$ cat src/cbcp_pkg.sv
`timescale 1ns / 1ps
// Package: widths, byte codes, record kinds and shared structs of the channel parser.
package cbcp_pkg;

   // Widths sized for the largest legal configuration (8 channels, 64-byte block)
   localparam int POS_W    = 7;   // byte position, 0 .. block size
   localparam int CHN_W    = 4;   // channel counter, 0 .. channel count
   localparam int CH_IDX_W = 3;   // channel index field
   localparam int LEN_W    = 6;   // tx/rx length and offset fields
   localparam int SKIP_W   = 7;   // tx + rx
   localparam int NEXT_W   = 8;   // position after a frame

   localparam int DEF_CHANNELS    = 5;
   localparam int DEF_BLOCK_BYTES = 64;

   // Command block byte codes
   localparam logic [7:0] BYTE_DISABLE = 8'h00;
   localparam logic [7:0] BYTE_PAD     = 8'hff;
   localparam logic [7:0] BYTE_END     = 8'hfe;
   localparam logic [7:0] BYTE_RESET   = 8'hfd;
   localparam logic [7:0] LEN_MASK     = 8'h3f;

   localparam logic [LEN_W-1:0] RESET_TX = 6'h01;
   localparam logic [LEN_W-1:0] RESET_RX = 6'h03;

   typedef enum logic [1:0] {
      KIND_DISABLED = 2'd0,
      KIND_FRAME    = 2'd1,
      KIND_RESET    = 2'd2,
      KIND_DONE     = 2'd3
   } record_kind_type;

   typedef struct packed {
      logic [POS_W-1:0]  pos;
      logic [CHN_W-1:0]  chan;
      logic [SKIP_W-1:0] skip;
      logic [LEN_W-1:0]  pend_len;
      logic              pend_v;
      logic              active;
   } scan_state_type;

   typedef struct packed {
      logic [CH_IDX_W-1:0] channel_index;
      record_kind_type     record_kind;
      logic [LEN_W-1:0]    frame_offset;
      logic [LEN_W-1:0]    tx_length;
      logic [LEN_W-1:0]    rx_length;
      logic                frame_overrun;
   } record_type;

   // Records caused by one byte: optional head record, a run of disabled
   // channels, optional done record, sent in that order.
   typedef struct packed {
      logic                head_v;
      record_type          head;
      logic [CH_IDX_W-1:0] run_ch;
      logic [CHN_W-1:0]    run_n;
      logic                done_v;
   } burst_type;

   typedef struct packed {
      logic skid_full;
      logic busy;
   } emit_status_type;

endpackage

$ cat src/cbcp_if.sv
`timescale 1ns / 1ps
// Interfaces: command byte channel and parser record channel.
interface cbcp_req_if;
   logic       valid;
   logic       ready;
   logic [7:0] ram_byte;
   logic       first_byte;

   modport source (output valid, output ram_byte, output first_byte, input ready);
   modport sink   (input valid, input ram_byte, input first_byte, output ready);
endinterface

interface cbcp_rsp_if;
   logic       valid;
   logic       ready;
   logic [2:0] channel_index;
   logic [1:0] record_kind;
   logic [5:0] frame_offset;
   logic [5:0] tx_length;
   logic [5:0] rx_length;
   logic       frame_overrun;
   logic       last_record;

   modport source (output valid, output channel_index, output record_kind,
                   output frame_offset, output tx_length, output rx_length,
                   output frame_overrun, output last_record, input ready);
   modport sink   (input valid, input channel_index, input record_kind,
                   input frame_offset, input tx_length, input rx_length,
                   input frame_overrun, input last_record, output ready);
endinterface

$ cat src/cbcp_decode.sv
`timescale 1ns / 1ps
// Byte decoder: next scan state and the record burst for one command byte.
module cbcp_decode
   import cbcp_pkg::*;
#(
   parameter int CHANNELS    = DEF_CHANNELS,
   parameter int BLOCK_BYTES = DEF_BLOCK_BYTES
) (
   input  scan_state_type state,
   input  logic [7:0]     ram_byte,
   input  logic           first_byte,
   output scan_state_type state_next,
   output burst_type      burst
);

   scan_state_type    eff;
   scan_state_type    nxt;
   burst_type         bst;
   logic              fin;
   logic [POS_W-1:0]  p1;
   logic [CHN_W-1:0]  chan_inc;
   logic [LEN_W-1:0]  tx;
   logic [LEN_W-1:0]  rx;
   logic [SKIP_W-1:0] len_sum;
   logic [NEXT_W-1:0] next_pos;
   logic              chan_full;
   logic              p1_out;

   function automatic logic [LEN_W-1:0] tx_of_byte(input logic [7:0] b);
      tx_of_byte = LEN_W'(b & LEN_MASK);
   endfunction

   always_comb begin
      eff = state;
      if (first_byte) begin
         eff        = '0;
         eff.active = 1'b1;
      end
      nxt = eff;
      bst = '0;
      fin = 1'b0;

      p1        = eff.pos + 1'b1;
      chan_inc  = eff.chan + 1'b1;
      tx        = eff.pend_len;
      rx        = LEN_W'(ram_byte & LEN_MASK);
      len_sum   = SKIP_W'(tx) + SKIP_W'(rx);
      next_pos  = NEXT_W'(p1) + NEXT_W'(len_sum);
      chan_full = chan_inc >= CHN_W'(CHANNELS);
      p1_out    = p1 >= POS_W'(BLOCK_BYTES);

      if (eff.active) begin
         if (eff.pos >= POS_W'(BLOCK_BYTES)) begin
            fin = 1'b1;
         end else begin
            nxt.pos = p1;
            if (eff.skip != '0) begin
               nxt.skip = eff.skip - 1'b1;
            end else if (eff.pend_v && ram_byte != BYTE_END) begin
               // second frame byte: rx length
               nxt.pend_v = 1'b0;
               if (p1_out) begin
                  fin = 1'b1;
               end else begin
                  bst.head_v                  = 1'b1;
                  bst.head.channel_index      = eff.chan[CH_IDX_W-1:0];
                  bst.head.record_kind        = KIND_FRAME;
                  bst.head.frame_offset       = LEN_W'(eff.pos - 1'b1);
                  bst.head.tx_length          = tx;
                  bst.head.rx_length          = rx;
                  bst.head.frame_overrun      = next_pos > NEXT_W'(BLOCK_BYTES);
                  nxt.chan                    = chan_inc;
                  nxt.skip                    = len_sum;
                  fin = chan_full || (next_pos >= NEXT_W'(BLOCK_BYTES));
               end
            end else begin
               // a dangling frame byte before an end code is dropped
               nxt.pend_v = 1'b0;
               case (ram_byte)
                  BYTE_DISABLE: begin
                     bst.head_v             = 1'b1;
                     bst.head.channel_index = eff.chan[CH_IDX_W-1:0];
                     bst.head.record_kind   = KIND_DISABLED;
                     nxt.chan               = chan_inc;
                     fin                    = chan_full || p1_out;
                  end
                  BYTE_PAD: begin
                     fin = (eff.chan >= CHN_W'(CHANNELS)) || p1_out;
                  end
                  BYTE_END: begin
                     bst.run_ch = eff.chan[CH_IDX_W-1:0];
                     if (eff.chan < CHN_W'(CHANNELS)) begin
                        bst.run_n = CHN_W'(CHANNELS) - eff.chan;
                        nxt.chan  = CHN_W'(CHANNELS);
                     end
                     fin = 1'b1;
                  end
                  BYTE_RESET: begin
                     bst.head_v             = 1'b1;
                     bst.head.channel_index = eff.chan[CH_IDX_W-1:0];
                     bst.head.record_kind   = KIND_RESET;
                     bst.head.tx_length     = RESET_TX;
                     bst.head.rx_length     = RESET_RX;
                     nxt.chan               = chan_inc;
                     fin                    = chan_full || p1_out;
                  end
                  default: begin
                     if (!p1_out) begin
                        nxt.pend_len = tx_of_byte(ram_byte);
                        nxt.pend_v   = 1'b1;
                     end else begin
                        fin = 1'b1;
                     end
                  end
               endcase
            end
         end
      end

      if (fin) begin
         bst.done_v = 1'b1;
         nxt.active = 1'b0;
         nxt.pend_v = 1'b0;
         nxt.skip   = '0;
      end

      state_next = nxt;
      burst      = bst;
   end

endmodule

$ cat src/cbcp_emit.sv
`timescale 1ns / 1ps
// Record sequencer: skid slot plus burst register, sends one record per transfer.
module cbcp_emit
   import cbcp_pkg::*;
(
   input  logic            clock,
   input  logic            reset,
   input  logic            in_valid,
   input  burst_type       in_burst,
   input  logic            rsp_ready,
   output logic            rsp_valid,
   output record_type      rsp_rec,
   output logic            rsp_last,
   output emit_status_type status
);

   burst_type        burst_ff, burst_in;
   burst_type        skid_ff;
   logic             skid_full_ff, skid_full_in;
   logic [CHN_W:0]   remaining;
   logic             busy;
   logic             out_free;

   assign remaining = (CHN_W+1)'(burst_ff.head_v) + (CHN_W+1)'(burst_ff.run_n)
                    + (CHN_W+1)'(burst_ff.done_v);
   assign busy      = remaining != '0;
   assign rsp_last  = remaining == (CHN_W+1)'(1);
   assign rsp_valid = busy;
   assign out_free  = !busy || (rsp_ready && rsp_last);

   always_comb begin
      rsp_rec = '0;
      if (burst_ff.head_v) begin
         rsp_rec = burst_ff.head;
      end else if (burst_ff.run_n != '0) begin
         rsp_rec.channel_index = burst_ff.run_ch;
         rsp_rec.record_kind   = KIND_DISABLED;
      end else begin
         rsp_rec.record_kind   = KIND_DONE;
      end
   end

   always_comb begin
      burst_in     = burst_ff;
      skid_full_in = skid_full_ff;
      if (out_free) begin
         if (skid_full_ff) begin
            burst_in     = skid_ff;
            skid_full_in = 1'b0;
         end else if (in_valid) begin
            burst_in = in_burst;
         end else begin
            burst_in = '0;
         end
      end else begin
         if (in_valid) begin
            skid_full_in = 1'b1;
         end
         if (rsp_ready) begin
            if (burst_ff.head_v) begin
               burst_in.head_v = 1'b0;
            end else if (burst_ff.run_n != '0) begin
               burst_in.run_n  = burst_ff.run_n - 1'b1;
               burst_in.run_ch = burst_ff.run_ch + 1'b1;
            end else begin
               burst_in.done_v = 1'b0;
            end
         end
      end
   end

   always_ff @(posedge clock) begin
      if (reset) begin
         burst_ff     <= '0;
         skid_full_ff <= 1'b0;
      end else begin
         burst_ff     <= burst_in;
         skid_full_ff <= skid_full_in;
      end
   end

   always_ff @(posedge clock) begin
      if (in_valid && !out_free) begin
         skid_ff <= in_burst;
      end
   end

   // skid_full in the upper bit, busy in the lower
   assign status = {skid_full_ff, busy};

endmodule

$ cat src/command_block_channel_parser_unit.sv
`timescale 1ns / 1ps
// Top level: command block channel parser.
//
//  channel   role    payload                                          transfer when
//  req_chan  sink    ram_byte[7:0], first_byte                        valid && ready
//  rsp_chan  source  channel_index, record_kind, frame_offset,        valid && ready
//                    tx_length, rx_length, frame_overrun, last_record
//
// One command byte is taken per cycle while req ready is high; decode and scan
// state update happen in the cycle of the transfer, and its records go to the
// burst register, or to the skid slot while the sequencer is busy. A byte causes
// up to CHANNELS + 1 records (on an end code), sent one per transfer; bytes
// causing none never occupy the record port. One burst can wait in the skid slot;
// req ready drops only while that slot is full. Reset leaves the scan idle.
module command_block_channel_parser_unit
   import cbcp_pkg::*;
#(
   parameter int CHANNELS    = DEF_CHANNELS,
   parameter int BLOCK_BYTES = DEF_BLOCK_BYTES
) (
   input logic       clock,
   input logic       reset,
   cbcp_req_if.sink   req_chan,
   cbcp_rsp_if.source rsp_chan
);

   scan_state_type  state_ff, state_in;
   burst_type       burst;
   record_type      rec;
   emit_status_type emit_status;
   logic            req_accept;
   logic            burst_valid;

   // decode sees the live byte and the stored scan state
   cbcp_decode #(
      .CHANNELS    (CHANNELS),
      .BLOCK_BYTES (BLOCK_BYTES)
   ) u_decode (
      .state      (state_ff),
      .ram_byte   (req_chan.ram_byte),
      .first_byte (req_chan.first_byte),
      .state_next (state_in),
      .burst      (burst)
   );

   assign req_chan.ready = !emit_status.skid_full;
   assign req_accept     = req_chan.valid && req_chan.ready;
   // bytes that give no record never occupy the sequencer
   assign burst_valid    = req_accept &&
                           (burst.head_v || burst.run_n != '0 || burst.done_v);

   always_ff @(posedge clock) begin
      if (reset) begin
         state_ff <= '0;
      end else if (req_accept) begin
         state_ff <= state_in;
      end
   end

   cbcp_emit u_emit (
      .clock     (clock),
      .reset     (reset),
      .in_valid  (burst_valid),
      .in_burst  (burst),
      .rsp_ready (rsp_chan.ready),
      .rsp_valid (rsp_chan.valid),
      .rsp_rec   (rec),
      .rsp_last  (rsp_chan.last_record),
      .status    (emit_status)
   );

   assign rsp_chan.channel_index = rec.channel_index;
   assign rsp_chan.record_kind   = rec.record_kind;
   assign rsp_chan.frame_offset  = rec.frame_offset;
   assign rsp_chan.tx_length     = rec.tx_length;
   assign rsp_chan.rx_length     = rec.rx_length;
   assign rsp_chan.frame_overrun = rec.frame_overrun;

   // a waiting burst implies one is being sent
   a_skid_behind_busy: assert property (@(posedge clock) disable iff (reset)
      emit_status.skid_full |-> (rsp_chan.valid && emit_status.busy))
      else $error("skid slot full while record port idle");

   // a running scan always has a channel left to assign
   a_chan_in_range: assert property (@(posedge clock) disable iff (reset)
      state_ff.active |-> (state_ff.chan < CHN_W'(CHANNELS)))
      else $error("scan active with no channel left");

   // a frame being skipped ends inside the block
   a_skip_in_block: assert property (@(posedge clock) disable iff (reset)
      (state_ff.active && state_ff.skip != '0) |->
         ((NEXT_W'(state_ff.pos) + NEXT_W'(state_ff.skip)) < NEXT_W'(BLOCK_BYTES)))
      else $error("skip runs past the block while scan active");

endmodule
$ cat src/flat_wrapper.sv
// flat-port wrapper written by rule: the top's interface ports become plain ports
module command_block_channel_parser_unit_flat import cbcp_pkg::*;
#(
   parameter int CHANNELS    = DEF_CHANNELS,
   parameter int BLOCK_BYTES = DEF_BLOCK_BYTES
)
  (clock, reset, req_chan_valid, req_chan_ram_byte, req_chan_first_byte, req_chan_ready, rsp_chan_valid, rsp_chan_channel_index, rsp_chan_record_kind, rsp_chan_frame_offset, rsp_chan_tx_length, rsp_chan_rx_length, rsp_chan_frame_overrun, rsp_chan_last_record, rsp_chan_ready);
  cbcp_req_if req_chan_i ();
  cbcp_rsp_if rsp_chan_i ();
  input logic clock;
  input logic reset;
  input wire logic [$bits(req_chan_i.valid)-1:0] req_chan_valid;
  input wire logic [$bits(req_chan_i.ram_byte)-1:0] req_chan_ram_byte;
  input wire logic [$bits(req_chan_i.first_byte)-1:0] req_chan_first_byte;
  output wire logic [$bits(req_chan_i.ready)-1:0] req_chan_ready;
  output wire logic [$bits(rsp_chan_i.valid)-1:0] rsp_chan_valid;
  output wire logic [$bits(rsp_chan_i.channel_index)-1:0] rsp_chan_channel_index;
  output wire logic [$bits(rsp_chan_i.record_kind)-1:0] rsp_chan_record_kind;
  output wire logic [$bits(rsp_chan_i.frame_offset)-1:0] rsp_chan_frame_offset;
  output wire logic [$bits(rsp_chan_i.tx_length)-1:0] rsp_chan_tx_length;
  output wire logic [$bits(rsp_chan_i.rx_length)-1:0] rsp_chan_rx_length;
  output wire logic [$bits(rsp_chan_i.frame_overrun)-1:0] rsp_chan_frame_overrun;
  output wire logic [$bits(rsp_chan_i.last_record)-1:0] rsp_chan_last_record;
  input wire logic [$bits(rsp_chan_i.ready)-1:0] rsp_chan_ready;
  assign req_chan_i.valid = req_chan_valid;
  assign req_chan_i.ram_byte = req_chan_ram_byte;
  assign req_chan_i.first_byte = req_chan_first_byte;
  assign req_chan_ready = req_chan_i.ready;
  assign rsp_chan_valid = rsp_chan_i.valid;
  assign rsp_chan_channel_index = rsp_chan_i.channel_index;
  assign rsp_chan_record_kind = rsp_chan_i.record_kind;
  assign rsp_chan_frame_offset = rsp_chan_i.frame_offset;
  assign rsp_chan_tx_length = rsp_chan_i.tx_length;
  assign rsp_chan_rx_length = rsp_chan_i.rx_length;
  assign rsp_chan_frame_overrun = rsp_chan_i.frame_overrun;
  assign rsp_chan_last_record = rsp_chan_i.last_record;
  assign rsp_chan_i.ready = rsp_chan_ready;
  command_block_channel_parser_unit #(.CHANNELS(CHANNELS), .BLOCK_BYTES(BLOCK_BYTES)) u_core (.clock(clock), .reset(reset), .req_chan(req_chan_i), .rsp_chan(rsp_chan_i));
endmodule
$ cat config.mk
export PLATFORM = sky130hd
export DESIGN_NAME = command_block_channel_parser_unit_flat
export DESIGN_NICKNAME = d
export VERILOG_FILES = /design/src/cbcp_pkg.sv /design/src/cbcp_if.sv /design/src/cbcp_decode.sv /design/src/cbcp_emit.sv /design/src/command_block_channel_parser_unit.sv /design/src/flat_wrapper.sv
export SDC_FILE = /design/constraint.sdc
export NUM_CORES = 1
export LEC_CHECK = 0
export BUFFER_PORTS_ARGS = -buffer_cell sky130_fd_sc_hd__buf_2
export CAP_MARGIN = 15
export CORE_MARGIN = 3
export CORE_UTILIZATION = 48
export CTS_CLUSTER_DIAMETER = 30
export DETAILED_ROUTE_END_ITERATION = 10
export MAX_ROUTING_LAYER = met4
export PLACE_DENSITY = 0.67
export SLEW_MARGIN = 40
export SYNTH_ARGS = -nofsm -noshare
export SYNTH_HDL_FRONTEND = slang
export SYNTH_SLANG_ARGS = --single-unit
$ cat constraint.sdc
create_clock -name clock -period 7.9 [get_ports clock]
set_input_delay 1.58 -clock clock [delete_from_list [all_inputs] [get_ports clock]]
set_output_delay 1.58 -clock clock [all_outputs]
set_load 0.01 [all_outputs]
==> impl_metrics.tcl, run 1 <==
set metrics [dict create \
    path_cells "buf_2 > inv_2 > nand2_1 > fa_1 > inv_1 > a21o_1 > a21oi_1 > xnor2_1 > ha_1 > a21oi_1 > o211ai_1 > a311o_1 > nor4b_1 > o31a_1 > o21ai_2 > and2_1 > buf_4" \
    clkTransAtPathRegs_ns 0.07 \
    crit_type "input port to flip-flop" \
    clock_power_share_pct 29.3 \
    final_nets 760 \
    layout_commonest_cell "a21oi_1" \
    clk_latency_ns 0.35 \
    worst_pin_slew_ns 0.8357 \
    finalSetupViolCount 0 \
    die-width_um 116.4 \
    htreeDepth 3 \
    cp-start-kind "input port" \
    antenna_left 0 \
    syn-num-nets 740 \
    cp_slowest_cell "nor4b_1" \
    mostFrequentLayoutCells "a21oi_1, nand2_1, dfxtp_1" \
    p_int_uw 924.8 \
    path_delay_family "compound AO/OA/AOI/OAI gates" \
    switchingPower_uw 550.6 \
    fin_crit_sh_pct 75.39 \
    syn_inst 700 \
    avgSynthCellArea_um2 8.354 \
    die-area_um2 13540 \
    grt_pass1_wl_um 27670 \
    powerDensity_nw_per_um2 229.3 \
    power_frac_comb_pct 32.1 \
    fin_ws_ns 1.944 \
    ir_worst_vdd_v 0.0001286 \
    slew_headroom_pct 43.70 \
    yosysWarnings 0 \
    start_util_pct 50.14 \
    cp_max_fo 26 \
    ys_ff_latch 93 \
    crit_top_cell "a21oi_1" \
    seqPwrFrac_pct 38.6 \
    grt_max_degree 45 \
    antenna_found_initial 0 \
    grt_pass1_vias 5343 \
    status "completed" \
    period_needed_ns 5.956 \
    final_area_um2 6434 \
    crit_required_ns 7.98 \
    cp_num_buf_inv 4 \
    critPathMaxStageDelay_ns 0.70 \
    syn_area_um2 5848 \
    ys.flop_type "dfxtp_1" \
    postCtsHoldBufs 0 \
    grt-ovfl-total 0 \
    area_growth_pct 10.01 \
    clk_path_buf_depth 2 \
    hold_ws_ns 0.4825 \
    n_antenna_cell 0 \
    routed_wl_um 16810 \
    synthArstFlopShare_pct 0 \
    drtIter0Drc 598 \
    rsz0062_at_grt "no" \
    drv_cap 0 \
    drc_errors 0 \
    post_cts_buffers 0 \
    post-place-ws_ns 1.646 \
    clock_skew_ns 0.006553 \
    drive_gt1_share_pct 12.00 \
    hpwl_um 12160 \
    p_sw_share_pct 37.32 \
    portBuffers 39 \
    post_drt_wl_per_cell_um 19.36 \
    dieHeight_um 116.4 \
    viasPerCell 6.382 \
    cts_resized 0 \
    place_congestion 0.9712 \
    rows 39 \
    routed-via-count 5540 \
    hp-class "flip-flop to flip-flop" \
    hold_viol 0 \
    first_pass_iters 6 \
    tns_ns 0 \
    fin_util_pct 55.17 \
    cts_buffers 9 \
    fillers 1096 \
    arrival_ns 6.03 \
    clock-sinks 93 \
    slew_violations 0 \
    synth-seq-area-share_pct 37.48 \
    clockRootBuffer "clkbuf_16" \
    p_leak_nw 2.534 \
    max_freq_mhz 167.9 \
    synth_edf_count 33 \
    yosys.cell_types.count 71 \
    grtUsageTotal_pct 26.64 \
    dpl_cell_area_um2 6140 \
    end_kind "flip-flop" \
    coreArea_um2 11660 \
    ioPinCount 40 \
    tritoncts "yes" \
]
==> worst paths after layout <==
kind | startpoint | endpoint | slack, ns | depth (start not counted)
setup / recovery | req_chan_first_byte | u_core.u_emit.skid_ff[7] | 1.94 | 17
hold / removal | u_core.state_ff[8] | u_core.state_ff[8] | 0.48 | 2
setup reg to reg | u_core.state_ff[19] | u_core.u_emit.skid_ff[7] | 3.05 | 14
hold reg to reg | u_core.state_ff[8] | u_core.state_ff[8] | 0.48 | 2
==> sequential cells by signal, summed over array words and instances, names as in the netlist <==
signal,flops
u_core.u_emit.skid_ff,33
u_core.u_emit.skid_full_ff,1
u_core.u_emit.burst_ff,33
u_core.state_ff,26
==> layer usage <==
layer,GRT usage [%],part of all wire (%),vias up
met1,34.70,44,2637
met3,4.611,6.5,34
met5,-,0,-
met2,42.72,47,247
met4,7.734,2.5,0
li1,-,-,2622
==> worst min-delay path: cells and delay by family (launching register included) <==
kind	cells	cell delay [ns]
DFF	1	0.33
and+or+nand+nor	1	0.06
AOI/OAI and AO/OA	1	0.05
==> per-stage QoR <==
stage	power (mW)	cells
5_1_grt	1.564	868
6_report	1.475	868
3_3_place_gp	1.037	851
4_1_cts	1.476	867
3_5_place_dp	1.046	851
2_1_floorplan	0.9158	700
==> cell usage after synthesis (3+ instances only) <==
| cell | instances | area share [%] |
|---|---|---|
| o211ai_1 | 4 | 0.51 |
| edfxtp_1 | 33 | 17 |
| or3_1 | 8 | 0.86 |
| a22oi_1 | 9 | 1.2 |
| o31a_1 | 3 | 0.45 |
| o41ai_2 | 4 | 1.1 |
| dfxtp_1 | 60 | 21 |
| and2_1 | 26 | 2.8 |
| o31ai_1 | 4 | 0.51 |
| inv_1 | 23 | 1.5 |
| nor2_1 | 51 | 3.3 |
| nor3_1 | 17 | 1.5 |
| nand3_1 | 31 | 2.7 |
| a22o_1 | 3 | 0.45 |
| nand2b_1 | 4 | 0.43 |
| a21oi_1 | 70 | 6.0 |
| a31o_1 | 7 | 1.0 |
| nand2_1 | 67 | 4.3 |
| o21a_1 | 7 | 0.90 |
| buf_2 | 3 | 0.26 |
| nor4_1 | 11 | 1.2 |
| xnor2_1 | 13 | 1.9 |
| a21o_1 | 8 | 1.0 |
| a221oi_1 | 10 | 1.5 |
| nand3b_1 | 5 | 0.64 |
| and3_1 | 15 | 1.6 |
| nor2b_1 | 21 | 2.2 |
| ha_1 | 24 | 5.1 |
| o22ai_1 | 8 | 0.86 |
| o21bai_1 | 4 | 0.51 |
| a211oi_1 | 7 | 0.90 |
| xor2_1 | 5 | 0.75 |
| nand4_1 | 3 | 0.32 |
| o21ai_1 | 6 | 0.51 |
| fa_1 | 3 | 1.0 |
| clkbuf_1 | 32 | 2.1 |
| o21ai_0 | 37 | 3.2 |
| a31oi_1 | 8 | 0.86 |
==> cells by family (layout without fill, tap and decap cells) <==
logic type / count (synthesis) / in the layout / synth area share [%]
AND/OR/NAND/NOR: 276 / 276 / 24.20
AO/OA/AOI/OAI: 222 / 222 / 25.16
flip-flops: 93 / 93 / 37.48
buffers and inverters: 64 / 89 / 4.300
adder cells (fa/ha/maj): 27 / 27 / 6.162
XOR/XNOR: 18 / 18 / 2.696
==> cell type report <==
class | count | area [µm²] | share of cell area [%]
flip-flops and latches | 93 | 2193 | 34.09
inverters | 25 | 93.84 | 1.459
multi-input cells | 543 | 3420 | 53.15
clock inverters | 7 | 62.56 | 0.9724
repair buffers | 48 | 260.3 | 4.045
clock buffers | 9 | 225.2 | 3.501
well taps | 143 | 178.9 | 2.781
==> power groups by stage <==
stage          clock network (mW)  logic (mW)  registers [mW]
2_1_floorplan                   0       0.350           0.566
3_3_place_gp                    0       0.461           0.577
3_5_place_dp                    0       0.468           0.578
4_1_cts                     0.439       0.470           0.567
5_1_grt                     0.456       0.536           0.573
6_report                    0.433       0.474           0.569
(Power assumes the default switching activity.)
==> run 2, diff against run 1 <==
--- a/config.mk
+++ b/config.mk
@@ -12,7 +12,7 @@
 export CTS_CLUSTER_DIAMETER = 30
 export DETAILED_ROUTE_END_ITERATION = 10
 export MAX_ROUTING_LAYER = met4
-export PLACE_DENSITY = 0.67
+export PLACE_DENSITY = 0.69
 export SLEW_MARGIN = 40
 export SYNTH_ARGS = -nofsm -noshare
 export SYNTH_HDL_FRONTEND = slang
==> constraint.sdc (replaced) <==
create_clock -name clock -period 5.3 [get_ports clock]
set_input_delay 1.06 -clock clock [delete_from_list [all_inputs] [get_ports clock]]
set_output_delay 1.06 -clock clock [all_outputs]
set_load 0.01 [all_outputs]
==> impl_metrics.tcl, run 2 (synthesized netlist as in run 1, its figures left out) <==
set metrics [dict create \
    status "completed" \
    hold_ws_ns 0.4651 \
    post_drt_wl_per_cell_um 19.17 \
    reg2reg_from "u_core.state_ff[2]" \
    fin_crit_sh_pct 92.10 \
    worstHoldPathCells 2 \
    die-width_um 116.4 \
    fillers 1052 \
    n_antenna_cell 0 \
    ir_worst_vdd_v 0.0002538 \
    drv_cap 0 \
    htreeDepth 3 \
    r2r_cells 17 \
    rows 39 \
    place_congestion 0.9419 \
    drive_gt1_share_pct 12.69 \
    critPathMaxStageDelay_ns 0.48 \
    grt_pass1_vias 5066 \
    hpwl_um 12050 \
    cp_max_fo 33 \
    drtIter0Drc 775 \
    area_growth_pct 10.93 \
    end_kind "flip-flop" \
    finalSetupViolCount 0 \
    cp-start-kind "input port" \
    hold_end "u_core.state_ff[8]" \
    post-place-ws_ns -0.05571 \
    crit_type "input port to flip-flop" \
    grtUsageTotal_pct 26.05 \
    p_leak_nw 2.576 \
    postCtsHoldBufs 0 \
    slew_headroom_pct 42.43 \
    grt_max_degree 45 \
    die-area_um2 13540 \
    powerDensity_nw_per_um2 340.8 \
    fin_ws_ns 0.4185 \
    drc_errors 0 \
    portBuffers 39 \
    tritoncts "yes" \
    grt_pass1_wl_um 26720 \
    coreArea_um2 11660 \
    rr_endpoint "u_core.u_emit.skid_ff[22]" \
    start_util_pct 50.14 \
    cts_resized 0 \
    ioPinCount 40 \
    clock_skew_ns 0.009731 \
    worst-r2r-setup-slack_ns 0.95 \
    rsz0062_at_grt "no" \
    max_freq_mhz 204.9 \
    antenna_left 0 \
    cp_slowest_cell "nor4b_1" \
    slew_violations 0 \
    layout_commonest_cell "a21oi_1" \
    clk_path_buf_depth 2 \
    antenna_found_initial 0 \
    clkTransAtPathRegs_ns 0.07 \
    hp-class "flip-flop to flip-flop" \
    arrival_ns 4.95 \
    min-delay-start "u_core.state_ff[8]" \
    mostFrequentLayoutCells "a21oi_1, nand2_1, dfxtp_1" \
    worst_pin_slew_ns 0.8545 \
    crit_required_ns 5.36 \
    period_needed_ns 4.881 \
    viasPerCell 6.426 \
    routed-via-count 5629 \
    reg_top3 "u_core.u_emit.burst_ff (33), u_core.u_emit.skid_ff (33), u_core.state_ff (26)" \
    grt-ovfl-total 0 \
    dieHeight_um 116.4 \
    hold_viol 0 \
    clock-sinks 93 \
    cts_buffers 9 \
    clk_latency_ns 0.36 \
    first_pass_iters 6 \
    routed_wl_um 16800 \
    final_nets 768 \
    clockRootBuffer "clkbuf_16" \
    post_cts_buffers 0 \
    path_cells "buf_2 > nor2b_1 > ha_1 > inv_1 > fa_1 > inv_1 > a21o_1 > a21oi_1 > xnor2_1 > ha_1 > a21oi_1 > o211ai_1 > a311o_1 > nor4b_1 > buf_4 > o31a_1 > o21ai_2 > and2_4" \
]
[run 2: power by group]
part	switching (mW)	internal, mW
logic	0.471	0.254
registers	0.0468	0.799
clock network	0.310	0.330
total	0.827	1.38
[run 2: how the worst max path moves through the flow]
stage               cells past startpoint           startpoint                         to
floorplan                              20  req_chan_first_byte   u_core.u_emit.skid_ff[0]
global placement                       18  req_chan_first_byte  u_core.u_emit.skid_ff[12]
detailed placement                     18  req_chan_first_byte  u_core.u_emit.skid_ff[16]
CTS                                    18  req_chan_first_byte   u_core.u_emit.skid_ff[8]
global route                           18  req_chan_first_byte  u_core.u_emit.skid_ff[22]
finish                                 18  req_chan_first_byte  u_core.u_emit.skid_ff[22]
[run 2: area by class of cell]
type                    count  area [µm²]  share of cell area (%)
multi-input cells         543        3412                   52.59
clock buffers               9       225.2                   3.472
inverters                  25       93.84                   1.446
repair buffers             56       320.3                   4.937
flip-flops and latches     93        2193                   33.81
well taps                 143       178.9                   2.758
clock inverters             7       63.81                  0.9836
[run 2: metal layers]
metal	global-route usage (%)	vias up	routed length (µm)
li1	-	2639	-
met1	34.75	2710	7393
met2	39.47	251	7754
met3	5.492	29	1303
met4	8.817	0	345
met5	-	-	0
[run 2: critical path, delay by kind of cell]
kind / cells / cell delay (ns)
AO/OA/AOI/OAI: 7 / 1.21
AND/OR/NAND/NOR: 3 / 0.96
adder cells (fa/ha/maj): 3 / 0.93
buffers and inverters: 4 / 0.54
XOR/XNOR: 1 / 0.22
[run 2: through the flow]
| step | instance area, µm² | utilization [%] | power [mW] | std cells | setup TNS (ns) |
|---|---|---|---|---|---|
| floorplan | 5849 | - | 1.365 | 700 | 0 |
| global placement | 6191 | 53.08 | 1.557 | 859 | -0.5841 |
| detailed placement | 6191 | 53.08 | 1.570 | 859 | -1.807 |
| CTS | 6480 | 55.56 | 2.208 | 875 | 0 |
| global route | 6487 | 55.63 | 2.339 | 876 | 0 |
| finish | 6487 | 55.63 | 2.211 | 876 | 0 |
==> run 3, diff against run 2 <==
--- a/config.mk
+++ b/config.mk
@@ -9,6 +9,7 @@
 export CAP_MARGIN = 15
 export CORE_MARGIN = 3
 export CORE_UTILIZATION = 48
+export CTS_BUF_LIST = sky130_fd_sc_hd__clkbuf_8
 export CTS_CLUSTER_DIAMETER = 30
 export DETAILED_ROUTE_END_ITERATION = 10
 export MAX_ROUTING_LAYER = met4
==> impl_metrics.tcl, run 3 (synthesized netlist as in run 1, its figures left out) <==
set metrics [dict create \
    die-width_um 116.4 \
    grt-ovfl-total 0 \
    worst-r2r-setup-slack_ns 0.72 \
    antenna_left 0 \
    coreArea_um2 11660 \
    cp_slowest_cell "nor4b_1" \
    final_nets 768 \
    mostFrequentLayoutCells "a21oi_1, nand2_1, dfxtp_1" \
    reg_top3 "u_core.u_emit.burst_ff (33), u_core.u_emit.skid_ff (33), u_core.state_ff (26)" \
    arrival_ns 5.11 \
    hold_end "u_core.state_ff[8]" \
    worst_pin_slew_ns 0.9043 \
    fillers 1069 \
    clk_latency_ns 0.38 \
    hpwl_um 12050 \
    area_growth_pct 9.178 \
    fin_ws_ns 0.2281 \
    path_cells "buf_2 > nor2b_1 > ha_1 > inv_1 > fa_1 > inv_1 > a21o_1 > a21oi_1 > xnor2_1 > ha_1 > a21oi_1 > o211ai_1 > a311o_1 > nor4b_1 > buf_4 > o31a_1 > o21ai_2 > and2_2" \
    rows 39 \
    place_congestion 0.9419 \
    tns_ns 0 \
    cp_max_fo 33 \
    slew_headroom_pct 39.07 \
    slew_violations 0 \
    clock_skew_ns 0.01186 \
    grtUsageTotal_pct 25.91 \
    post_drt_wl_per_cell_um 19.08 \
    drtIter0Drc 808 \
    fin_crit_sh_pct 95.70 \
    dieHeight_um 116.4 \
    ioPinCount 40 \
    clock-sinks 93 \
    cts_buffers 9 \
    routed_wl_um 16710 \
    n_antenna_cell 0 \
    clockRootBuffer "clkbuf_8" \
    critPathMaxStageDelay_ns 0.51 \
    portBuffers 39 \
    grt_max_degree 45 \
    powerDensity_nw_per_um2 319.1 \
    tritoncts "yes" \
    hold_viol 0 \
    place_inst 859 \
    hp-class "flip-flop to flip-flop" \
    die-area_um2 13540 \
    postCtsHoldBufs 0 \
    routed-via-count 5608 \
    r2r_cells 17 \
    first_pass_iters 6 \
    min-delay-start "u_core.state_ff[8]" \
    htreeDepth 3 \
    max_freq_mhz 197.2 \
    reg2reg_from "u_core.state_ff[2]" \
    rsz0062_at_grt "no" \
    post_cts_buffers 0 \
    p_leak_nw 2.528 \
    status "completed" \
    layout_commonest_cell "a21oi_1" \
    antenna_found_initial 0 \
    start_util_pct 50.14 \
    fin_cells 876 \
    crit_required_ns 5.34 \
    drc_errors 0 \
    viasPerCell 6.402 \
    worstHoldPathCells 2 \
    finalSetupViolCount 0 \
    rr_endpoint "u_core.u_emit.skid_ff[17]" \
    cp-start-kind "input port" \
    drv_cap 0 \
    period_needed_ns 5.072 \
    end_kind "flip-flop" \
    clkTransAtPathRegs_ns 0.09 \
    cts_resized 0 \
    post-place-ws_ns -0.05571 \
    clk_path_buf_depth 2 \
    ir_worst_vdd_v 0.0002066 \
    grt_pass1_wl_um 26610 \
    grt_pass1_vias 5009 \
    crit_type "input port to flip-flop" \
    drive_gt1_share_pct 12.69 \
]
[run 3: changes by cell type in the layout (fill, tap and decap cells not counted), sizes merged]
cell and change:
buf -1, clkbuf +1
[run 3: per-stage QoR]
stage	cell area (µm²)	util [%]	total power [mW]	hold slack (ns)
final	6385	54.75	2.037	0.4702
after global routing	6385	54.75	2.164	0.5175
after CTS	6379	54.69	2.038	0.4712
after detailed placement	6191	53.08	1.570	0.4589
after global placement	6191	53.08	1.557	0.4545
after floorplan	5849	-	1.365	0.4407
[run 3: final cells by class]
cell class | count | area (µm²) | share of cell area (%)
clock buffer | 9 | 123.9 | 1.940
multi-input combinational | 543 | 3411 | 53.42
inverter | 25 | 93.84 | 1.470
sequential | 93 | 2193 | 34.35
clock inverter | 7 | 63.81 | 0.9994
timing repair buffer | 56 | 320.3 | 5.017
tap | 143 | 178.9 | 2.802
[run 3: critical path: cells and delay by family]
family	cells	cell delay, ns
and+or+nand+nor	3	1.14
buffers and inverters	4	0.53
AOI/OAI and AO/OA	7	1.20
adders and majority gates	3	0.93
xor gates and xnor gates	1	0.22
[run 3: worst max path at each step]
stage                         from                         to  slack, ns  cells past startpoint
2_1_floorplan  req_chan_first_byte   u_core.u_emit.skid_ff[0]       0.05                     20
3_5_place_dp   req_chan_first_byte  u_core.u_emit.skid_ff[16]      -0.06                     18
4_1_cts        req_chan_first_byte   u_core.u_emit.skid_ff[8]       0.34                     18
5_1_grt        req_chan_first_byte  u_core.u_emit.skid_ff[19]       0.01                     18
6_report       req_chan_first_byte  u_core.u_emit.skid_ff[17]       0.23                     18
3_3_place_gp   req_chan_first_byte  u_core.u_emit.skid_ff[12]      -0.02                     18
[run 3: power breakdown]
| group | internal [mW] | total, mW | switching [mW] |
|---|---|---|---|
| combinational | 0.254 | 0.721 | 0.467 |
| clock | 0.183 | 0.471 | 0.288 |
| sequential | 0.799 | 0.845 | 0.0460 |
| total | 1.24 | 2.04 | 0.802 |
[run 3: routing by layer]
metal	track usage (%)	routed length, µm	up-vias	share of wire, %
met3	5.337	1432	29	8.6
met4	7.966	323	0	1.9
met5	-	0	-	0
li1	-	-	2640	-
met1	34.82	7330	2647	44
met2	39.47	7624	292	46
